--- config.mk ---
export PLATFORM = sky130hd
export DESIGN_NAME = sorted_insert_priority_queue_unit
export DESIGN_NICKNAME = d
export VERILOG_FILES = /design/src/design/sipq_pkg.sv /design/src/design/sipq_cell.sv /design/src/design/sorted_insert_priority_queue_unit.sv
export VERILOG_INCLUDE_DIRS = /design/src /design/src/design
export SDC_FILE = /design/constraint.sdc
export NUM_CORES = 2
export LEC_CHECK = 0
export ABC_AREA = 1
export BUFFER_PORTS_ARGS = -buffer_cell sky130_fd_sc_hd__clkbuf_2
export CORE_MARGIN = 4
export CORE_UTILIZATION = 50
export CTS_CLUSTER_SIZE = 28
export DETAILED_ROUTE_END_ITERATION = 10
export GPL_TIMING_DRIVEN = 0
export PLACE_DENSITY = 0.76
export SLEW_MARGIN = 20
export SYNTH_ARGS = -nofsm -noshare
export SYNTH_HDL_FRONTEND = slang
export SYNTH_SLANG_ARGS = --single-unit
--- constraint.sdc ---
create_clock -name clk -period 4.8 [get_ports clk]
set_input_delay 0.96 -clock clk [delete_from_list [all_inputs] [get_ports clk]]
set_output_delay 0.96 -clock clk [all_outputs]
set_load 0.1 [all_outputs]
--- src/design/sorted_insert_priority_queue_unit_defines.svh ---
// ============================================================================
// Assertion macros for the sorted insert priority queue
// Shared helpers for writing clocked assertions with reset gating.
// ============================================================================
`ifndef SORTED_INSERT_PRIORITY_QUEUE_UNIT_DEFINES_SVH
`define SORTED_INSERT_PRIORITY_QUEUE_UNIT_DEFINES_SVH

// Checks a property at every rising clock edge outside of reset.
`define SIPQ_ASSERT(label, prop, msg) \
    label: assert property (@(posedge clk) disable iff (!rst_n) (prop)) else $error(msg);

// Checks that a trigger implies a consequence on the next clock edge.
`define SIPQ_ASSERT_NEXT(label, trig, cons, msg) \
    label: assert property (@(posedge clk) disable iff (!rst_n) (trig) |=> (cons)) \
        else $error(msg);

`endif

--- src/design/sipq_pkg.sv ---
// ============================================================================
// Sorted insert priority queue package
// Sizes, codes and shared types for the queue and its cells.
// ============================================================================
package sipq_pkg;

    localparam int DEPTH = 16;
    localparam int KEY_W = 32;
    localparam int CNT_W = $clog2(DEPTH + 1);
    localparam int OCC_W = 5;
    localparam int STATUS_W = 2;
    localparam int OUT_W = STATUS_W + KEY_W + OCC_W;
    localparam int OUT_DATA_W = ((OUT_W + 7) / 8) * 8;

    localparam logic MODE_INSERT = 1'b0;
    localparam logic MODE_REMOVE = 1'b1;

    typedef logic signed [KEY_W-1:0] key_t;
    typedef logic [CNT_W-1:0] count_t;

    typedef enum logic [STATUS_W-1:0] {
        ST_OK        = 2'd0,
        ST_FULL      = 2'd1,
        ST_UNDERFLOW = 2'd2
    } status_t;

    typedef struct packed {
        logic enable;
        logic remove;
    } cell_ctrl_t;

endpackage

--- src/design/sipq_cell.sv ---
// ============================================================================
// Priority queue cell
// Holds one key, compares it with the incoming key and shifts with neighbors.
// ============================================================================
module sipq_cell (
    input  logic                clk,
    input  sipq_pkg::cell_ctrl_t ctrl,
    input  logic                occupied,
    input  sipq_pkg::key_t      new_key,
    input  sipq_pkg::key_t      left_key,
    input  sipq_pkg::key_t      right_key,
    input  logic                left_stay,
    output sipq_pkg::key_t      key,
    output logic                stay
);

    sipq_pkg::key_t key_reg;
    sipq_pkg::key_t key_next;

    assign stay = occupied && (key_reg < new_key);
    assign key  = key_reg;

    always_comb
    begin
        key_next = key_reg;
        if (ctrl.enable)
        begin
            if (ctrl.remove)
            begin
                key_next = right_key;
            end
            else if (!stay)
            begin
                key_next = left_stay ? new_key : left_key;
            end
        end
    end

    always_ff @(posedge clk)
    begin
        key_reg <= key_next;
    end

endmodule

--- src/design/sorted_insert_priority_queue_unit.sv ---
// A request's result is registered and appears in the cycle after it is accepted.
// Throughput: one request per cycle while the result side keeps taking results.
// Each accepted request that is not refused updates the whole row of cells in parallel.
// Reset empties the queue; the stored keys themselves are not cleared.
// ============================================================================
// Sorted insert priority queue
// Min-priority queue kept in ascending order in a row of shifting cells.
// ============================================================================
`include "sorted_insert_priority_queue_unit_defines.svh"

module sorted_insert_priority_queue_unit (
    input  logic        clk,
    input  logic        rst_n,
    input  logic        s_tvalid,
    output logic        s_tready,
    input  logic [31:0] s_tdata,  // key_in
    input  logic        s_tuser,  // mode
    output logic        m_tvalid,
    input  logic        m_tready,
    output logic [sipq_pkg::OUT_DATA_W-1:0] m_tdata  // status, key_out, occupancy
);

    sipq_pkg::count_t     count_reg;
    sipq_pkg::count_t     count_next;
    logic                 m_valid_reg;
    sipq_pkg::status_t    status_reg;
    sipq_pkg::key_t       key_out_reg;
    sipq_pkg::count_t     occ_reg;
    sipq_pkg::status_t    status_next;
    sipq_pkg::key_t       key_out_next;
    sipq_pkg::cell_ctrl_t ctrl;
    sipq_pkg::key_t       new_key;
    sipq_pkg::key_t       cell_key [sipq_pkg::DEPTH];
    logic                 cell_stay [sipq_pkg::DEPTH];
    logic                 fire;
    logic                 is_full;
    logic                 is_empty;

    assign new_key  = sipq_pkg::key_t'(s_tdata);
    assign s_tready = !m_valid_reg || m_tready;
    assign fire     = s_tvalid && s_tready;
    assign is_full  = (count_reg >= sipq_pkg::CNT_W'(sipq_pkg::DEPTH));
    assign is_empty = (count_reg == '0);

    always_comb
    begin
        ctrl.enable  = 1'b0;
        ctrl.remove  = (s_tuser == sipq_pkg::MODE_REMOVE);
        count_next   = count_reg;
        status_next  = sipq_pkg::ST_OK;
        key_out_next = '0;
        if (s_tuser == sipq_pkg::MODE_INSERT)
        begin
            if (is_full)
            begin
                status_next = sipq_pkg::ST_FULL;
            end
            else
            begin
                ctrl.enable = fire;
                count_next  = count_reg + 1'b1;
            end
        end
        else
        begin
            if (is_empty)
            begin
                status_next = sipq_pkg::ST_UNDERFLOW;
            end
            else
            begin
                ctrl.enable  = fire;
                count_next   = count_reg - 1'b1;
                key_out_next = cell_key[0];
            end
        end
    end

    for (genvar i = 0; i < sipq_pkg::DEPTH; i++)
    begin : g_cell
        sipq_pkg::key_t left_key;
        sipq_pkg::key_t right_key;
        logic           left_stay;
        logic           occupied;

        assign occupied = (sipq_pkg::CNT_W'(i) < count_reg);

        if (i == 0)
        begin : g_first
            assign left_key  = new_key;
            assign left_stay = 1'b1;
        end
        else
        begin : g_rest
            assign left_key  = cell_key[i-1];
            assign left_stay = cell_stay[i-1];
        end

        if (i == sipq_pkg::DEPTH - 1)
        begin : g_last
            assign right_key = cell_key[i];
        end
        else
        begin : g_inner
            assign right_key = cell_key[i+1];
        end

        sipq_cell u_cell (
            .clk       (clk),
            .ctrl      (ctrl),
            .occupied  (occupied),
            .new_key   (new_key),
            .left_key  (left_key),
            .right_key (right_key),
            .left_stay (left_stay),
            .key       (cell_key[i]),
            .stay      (cell_stay[i])
        );
    end

    always_ff @(posedge clk or negedge rst_n)
    begin
        if (!rst_n)
        begin
            count_reg   <= '0;
            m_valid_reg <= 1'b0;
        end
        else
        begin
            if (fire)
            begin
                count_reg   <= count_next;
                m_valid_reg <= 1'b1;
            end
            else if (m_tready)
            begin
                m_valid_reg <= 1'b0;
            end
        end
    end

    always_ff @(posedge clk)
    begin
        if (fire)
        begin
            status_reg  <= status_next;
            key_out_reg <= key_out_next;
            occ_reg     <= count_next;
        end
    end

    assign m_tvalid = m_valid_reg;
    assign m_tdata  = sipq_pkg::OUT_DATA_W'({sipq_pkg::OCC_W'(occ_reg), key_out_reg, status_reg});

    `SIPQ_ASSERT(a_count_bound, count_reg <= sipq_pkg::CNT_W'(sipq_pkg::DEPTH),
        "Queue occupancy exceeds its depth.")
    `SIPQ_ASSERT_NEXT(a_full_refused, fire && s_tuser == sipq_pkg::MODE_INSERT && is_full,
        status_reg == sipq_pkg::ST_FULL && count_reg == $past(count_reg),
        "Insert into a full queue was not refused.")
    `SIPQ_ASSERT_NEXT(a_insert_grows, fire && s_tuser == sipq_pkg::MODE_INSERT && !is_full,
        count_reg == $past(count_reg) + 1'b1,
        "Accepted insert did not raise the occupancy by one.")
    `SIPQ_ASSERT(a_head_sorted, count_reg >= sipq_pkg::CNT_W'(2) |-> cell_key[0] <= cell_key[1],
        "The two smallest keys are out of order.")

endmodule
Word-level counts from Yosys, hierarchy flattened

Index checks and enable logic that the tools add are counted.

Register bits after elaboration: 557
Latch bits: 0
Bits in writable memories: 0
ROM bits: 0
Input bits: 37
Logic and storage cells: 167
Memories: 0

$add $sub $neg: 2
Multipliers: 0
Divide/modulo/power cells: 0
Order comparisons: 33
Eq/ne operators: 15
Shift operators: 0
Multiplexer cells: 56
Bitwise operators: 2
Reduce and logical (&&, ||, !) cells: 38

Operators with widths:

| kind                  | number |
|---|---|
| $mux W32              | 45 |
| $lt A32 B32 Y1        | 16 |
| $lt A4 B5 Y1 const A  | 8 |
| $ne A2 B2 Y1 const B  | 15 |
| $reduce_and A2 Y1     | 15 |
| $lt A3 B5 Y1 const A  | 4 |
| $logic_and A1 B1 Y1   | 17 |
| $mux W5               | 3 |
| $lt A1 B5 Y1 const A  | 2 |
| $lt A2 B5 Y1 const A  | 2 |
| $mux W1               | 6 |
| $add A5 B1 Y5 const B | 1 |
| $ge A5 B5 Y1 const B  | 1 |
| $logic_not A5 Y1      | 1 |
| $sub A5 B1 Y5 const B | 1 |
| $mux W2               | 2 |
| $reduce_and A3 Y1     | 1 |
| $not A1 Y1            | 2 |
| $reduce_bool A2 Y1    | 1 |
| $reduce_or A2 Y1      | 1 |
| $logic_not A1 Y1      | 1 |
| $logic_or A1 B1 Y1    | 1 |

Longest topological paths before layout

Depth after elaboration: 6
Depth in mapped cells: 19

By module

A second synthesis with hierarchy kept.

Cells, all modules: 5228
Area total of the unflattened synthesis: 41184.5 sq um

By module, submodules not included:

| module                            | times used | cells each | area an instance (sq um) | seq. area each (sq um) |
|---|---|---|---|---|
| sipq_cell                         | 16         | 313        | 2438.6                   | 960.9 |
| sorted_insert_priority_queue_unit | 1          | 220        | 2167.1                   | 1321.3 |

Least setup slack after synthesis

No wires, ideal clock.

Path type: input to register
Start: input port m_tready
End: register g_cell[15].u_cell.key_reg[0] (enable)
Arrival time: 4.208 ns
Slack: 0.131 ns
Cell stages on the path: 4
Path buffers: 0
Cell sequence: inv_1 -> nand2_1 -> nand2_1 -> nor3_1

Longest elaborated chain between the ends: 5
Elaborated cells between the ends (all ways): 6
Classes of those cells: mux: 3; reduce/logical: 3

RTL lines:

| element                           | line                                                                             | source |
|---|---|---|
| start, declared                   | sorted_insert_priority_queue_unit.sv:19                                          | `input logic m_tready,` |
| $logic_or A1 B1 Y1 (*)            | sorted_insert_priority_queue_unit.sv:40                                          | `assign s_tready = !m_valid_reg \|\| m_tready;` |
| named net s_tready                | sorted_insert_priority_queue_unit.sv:15                                          | `output logic s_tready,` |
| $logic_and A1 B1 Y1 (*)           | sorted_insert_priority_queue_unit.sv:41                                          | `assign fire = s_tvalid && s_tready;` |
| $mux W1, on equally long branches | sorted_insert_priority_queue_unit.sv:54, sorted_insert_priority_queue_unit.sv:66 |  |
| $mux W1 (*)                       | sorted_insert_priority_queue_unit.sv:52                                          | `if (s_tuser == sipq_pkg::MODE_INSERT)` |
| $reduce_and A3 Y1 (no line) (*)   | --                                                                               |  |
| end signal, assigned              | sipq_cell.sv:41                                                                  | `key_reg <= key_next;` |
| end, declared                     | sipq_cell.sv:17                                                                  | `sipq_pkg::key_t key_reg;` |

The timed path passes the listed nets; every way through them passes the cells marked *.
A chain may end at the register's enable or synchronous reset.

Worst setup path in the final report

Start: input port s_tdata[25]
End: register g_cell[2].u_cell.key_reg[1] (enable)

Longest elaborated chain between the ends: 4

RTL lines:

| element                     | line                                    | source |
|---|---|---|
| start, declared             | sorted_insert_priority_queue_unit.sv:16 | `input logic [31:0] s_tdata,` |
| $lt A32 B32 Y1              | sipq_cell.sv:20                         | `assign stay = occupied && (key_reg < new_key);` |
| $logic_and A1 B1 Y1         | sipq_cell.sv:20                         |  |
| $ne A2 B2 Y1 (no line)      | --                                      |  |
| $reduce_and A2 Y1 (no line) | --                                      |  |
| end signal, assigned        | sipq_cell.sv:41                         |  |
| end, declared               | sipq_cell.sv:17                         |  |

No other way between the ends.

==> results.md <==
- Syn Nets: 5947
- Clk sinks: 557
- Critical path peak fanout: 32
- Slew @ Worst Pin: 1.135 ns
- Cell Chain, Critical Path: clkbuf_2, clkinv_1, clkbuf_2, ha_1, a21oi_1, o21ai_0, nand2_1, nand3_1, a21oi_1, nand3_1, nand3_1, buf_2, o21ai_1, inv_2
- Cell area after synthesis: 41810 sq um
- Final ANT Viol Nets: 0
- Final cell count without fillers: 6722
- Clock Power Share: 20.5%
- Initial DRT Pass Iterations: 6
- Post-route cell area: 45700 sq um
- PortBufs: 76
- Initial antenna violation count: 2
- Period utilization: 94.94%
- Core Rows: 105
- Min-Delay Path Class: in2async
- CTS Buffer Depth: 3
- Via Count: 37570
- Met1 GRT Util: 32.22%
- Area Growth Syn to Fin: 9.303%
- Vias per inst: 5.589
- Sequential Power Share: 34.1%
- M3 GR Usage: 3.036%
- Final Hold Fails: 0
- R2R setup slack: 0.59 ns
- GP Congestion: 0.9014
- Chip height: 297.2 microns
- Post-Synthesis Cells: 5442
- Hold Buf Count CTS: 0
- Clock transition at the registers of the reported paths: 0.06 ns
- Slowest stage delay, CP: 0.57 ns
- Layout cell share with drive strength beyond 1: 6.077%
- Max-slew headroom: 24.33%
- Placed Instances: 6594
- Area after DPL: 43660 sq um
- CP Data Required Time: 5.05 ns
- Worst path arrival time: 4.81 ns
- Fin util: 55.40%
- Logic pwr share: 45.4%
- CTS tree: yes
- Core ar.: 82500 sq um
- Max FFs per register: 512
- Vias in the first global route: 37090
- H-tree depth: 3
- Residual DRC count: 0
- Pwr dens: 521.3 nW/um^2
- Met2 GRT Util: 46.46%
- Switching power of the nets: 10.55 mW
- Total GRT Usage: 26.51%
- #FFs+latches synth: 557
- Ys Warns: 0
- RSZ-0062 raised after global routing: false
- Total gr overflow: 0
- Final slew viol count: 0
- Die area: 88320 sq um
- Fmax: 219.4 MHz
- Post-layout nets: 6099
- Hpwl dp: 95.11 mm
- Tmin final: 4.557 ns
- Setup Fix Bufs, Post-CTS: 0
- Netlist cell types: 36
- Post-placement setup slack: -0.3765 ns
- CP Launch Type: input pin
- CP Class: in2reg
- Most common cell on crit path: nand3_1
- Max-cap violations: 0
- Clock root buffer: clkbuf_16
- Die width: 297.2 microns
- Syn Area/Cell: 7.684 sq um
- IR drop worst, VDD: 0.3352 mV
- Starting Density: 50.68%
- LEAKAGE: 22.33 nW
- Largest net degree at the start of global routing: 33
- Routed length per instance: 17.77 microns
- First-pass GRT wire length: 190.6 mm
- GRT busiest layer: met2
- Status: finished clean
- I/O pin cnt: 79
- Initial drt markers: 3385
- CTS Buf Count: 68
- Final worst slack: 0.2431 ns
- Register area share after synthesis: 39.93%
- Setup-failing EPs final: 0
- Wirelength, routed: 119.4 mm
- CP max-delay cell: inv_2
- Clock latency on the worst-skew pair: 0.63 ns
- Setup crit end kind: flip-flop
- Clk_skew: 0.01714 ns
- Switching Fraction: 44.29%
- P_int: 13.27 mW
## per-layer routing
| metal | vias up | part of all wire [%] |
|---|---|---|
| met2 | 1371 | 48 |
| met3 | 316 | 6.0 |
| met5 | - | 0 |
| li1 | 18790 | - |
| met4 | 0 | 5.4 |
| met1 | 17090 | 41 |
## power groups by stage
stage | Sequential, mW | Clock (mW) | Combinational (mW)
floorplan | 8.33 | 0 | 7.49
global placement | 8.16 | 0 | 10.2
detailed placement | 8.20 | 0 | 10.6
CTS | 8.10 | 4.92 | 10.7
global route | 8.26 | 5.10 | 12.3
finish | 8.12 | 4.88 | 10.8
## repair_timing
item                       CTS  global route
hold endpoints to repair     0             0
setup endpoints to repair    0             8
gates resized for setup      0             3
## through the flow
| stage | power [mW] | setup TNS [ns] | hold slack [ns] |
|---|---|---|---|
| after floorplan | 15.83 | 0 | 0.4909 |
| after global placement | 18.39 | -535.45 | 0.4989 |
| after detailed placement | 18.83 | -59.67 | 0.5093 |
| after CTS | 23.72 | 0 | 0.1485 |
| after global routing | 25.61 | 0 | 0.1648 |
| final | 23.82 | 0 | 0.1635 |
## cell families after synthesis
logic type                 Yosys count  synth area share, %
other                                1             0.008968
adders and majority gates          468                14.00
xor gates and xnor gates             2              0.04190
DFF                                557                39.93
AOI/OAI and AO/OA                  395                4.854
and+or+nand+nor                   3062                32.30
buffers and inverters              957                8.860
## layout by cell type (no fill, tap or decap), types with 2 or more instances in the layout
cell / netlist / routed
nor3_1: 31 / 30
nand2_1: 1868 / 1868
clkbuf_1: 215 / 202
buf_2: 81 / 84
diode_2: 0 / 8
nand3b_1: 5 / 5
o22ai_1: 2 / 2
buf_1: 25 / 24
inv_2: 3 / 18
nor2_1: 158 / 158
nand3_1: 500 / 500
ha_1: 468 / 468
o21ai_0: 131 / 131
clkbuf_8: 0 / 2
clkbuf_2: 0 / 108
clkinv_2: 0 / 9
buf_4: 1 / 4
o21ai_1: 18 / 18
a21oi_1: 225 / 225
dfrtp_1: 6 / 6
o21a_1: 11 / 11
clkinvlp_4: 0 / 2
nand2_2: 10 / 10
inv_6: 0 / 6
nand4_1: 466 / 466
clkbuf_16: 0 / 69
buf_12: 0 / 3
inv_1: 598 / 582
o211ai_1: 2 / 2
edfxtp_1: 551 / 551
clkinv_1: 33 / 44
nand3_2: 21 / 21
## worst max-delay path: cells and delay by family
family                   cells  cell delay, ns
AO/OA/AOI/OAI                4            0.55
AND/OR/NAND/NOR              4            0.96
adder cells (fa/ha/maj)      1            0.49
buffers and inverters        5            1.81
## area by class of cell
cell class / instances / area [sq um]
fill: 7630 / 36800
multi-input combinational: 3928 / 21420
sequential: 557 / 16700
inverter: 634 / 2381
clock buffer: 92 / 1833
buffer: 323 / 1369
tap: 1070 / 1339
timing repair buffer: 82 / 462.9
clock inverter: 28 / 178.9
antenna: 8 / 20.02
## cells in the mapped netlist
master / count / area, sq um
nand3_2: 21 / 210.2
o21a_1: 11 / 82.58
xnor2_1: 1 / 8.760
buf_4: 1 / 7.510
xor2_1: 1 / 8.760
conb_1: 1 / 3.750
a21oi_1: 225 / 1126
nor2_1: 158 / 593.1
nor4_1: 1 / 6.260
dfrtp_1: 6 / 150.1
o21ai_1: 18 / 90.09
nand3b_1: 5 / 37.54
a32o_1: 1 / 10.01
edfxtp_1: 551 / 16550
clkbuf_1: 215 / 807.0
or2_2: 1 / 6.260
nor2_2: 1 / 6.260
nor3_1: 31 / 155.2
a31oi_1: 2 / 12.51
nand3_1: 500 / 2502
nand4_1: 466 / 2915
o31ai_1: 1 / 7.510
o211ai_1: 2 / 15.01
nand2_1: 1868 / 7012
buf_6: 1 / 11.26
nand2_2: 10 / 62.56
inv_1: 598 / 2245
o21ai_2: 1 / 8.760
ha_1: 468 / 5856
inv_2: 3 / 11.26
o21ai_0: 131 / 655.6
buf_1: 25 / 93.84
clkinv_1: 33 / 123.9
buf_2: 81 / 405.4
o22ai_1: 2 / 12.51
o32ai_1: 1 / 8.760
## final timing paths
path                                              to  depth (start not counted)                 startpoint
max                          g_cell[2].u_cell.key[1]                         14                s_tdata[25]
max in group asynchronous               count_reg[2]                          1                      rst_n
min                                     count_reg[3]                          1                      rst_n
min in group clk           g_cell[14].u_cell.key[23]                          2  g_cell[15].u_cell.key[23]
max reg2reg                 g_cell[12].u_cell.key[5]                         12               count_reg[0]
min reg2reg                g_cell[14].u_cell.key[23]                          2  g_cell[15].u_cell.key[23]
(Power assumes the default switching activity.)
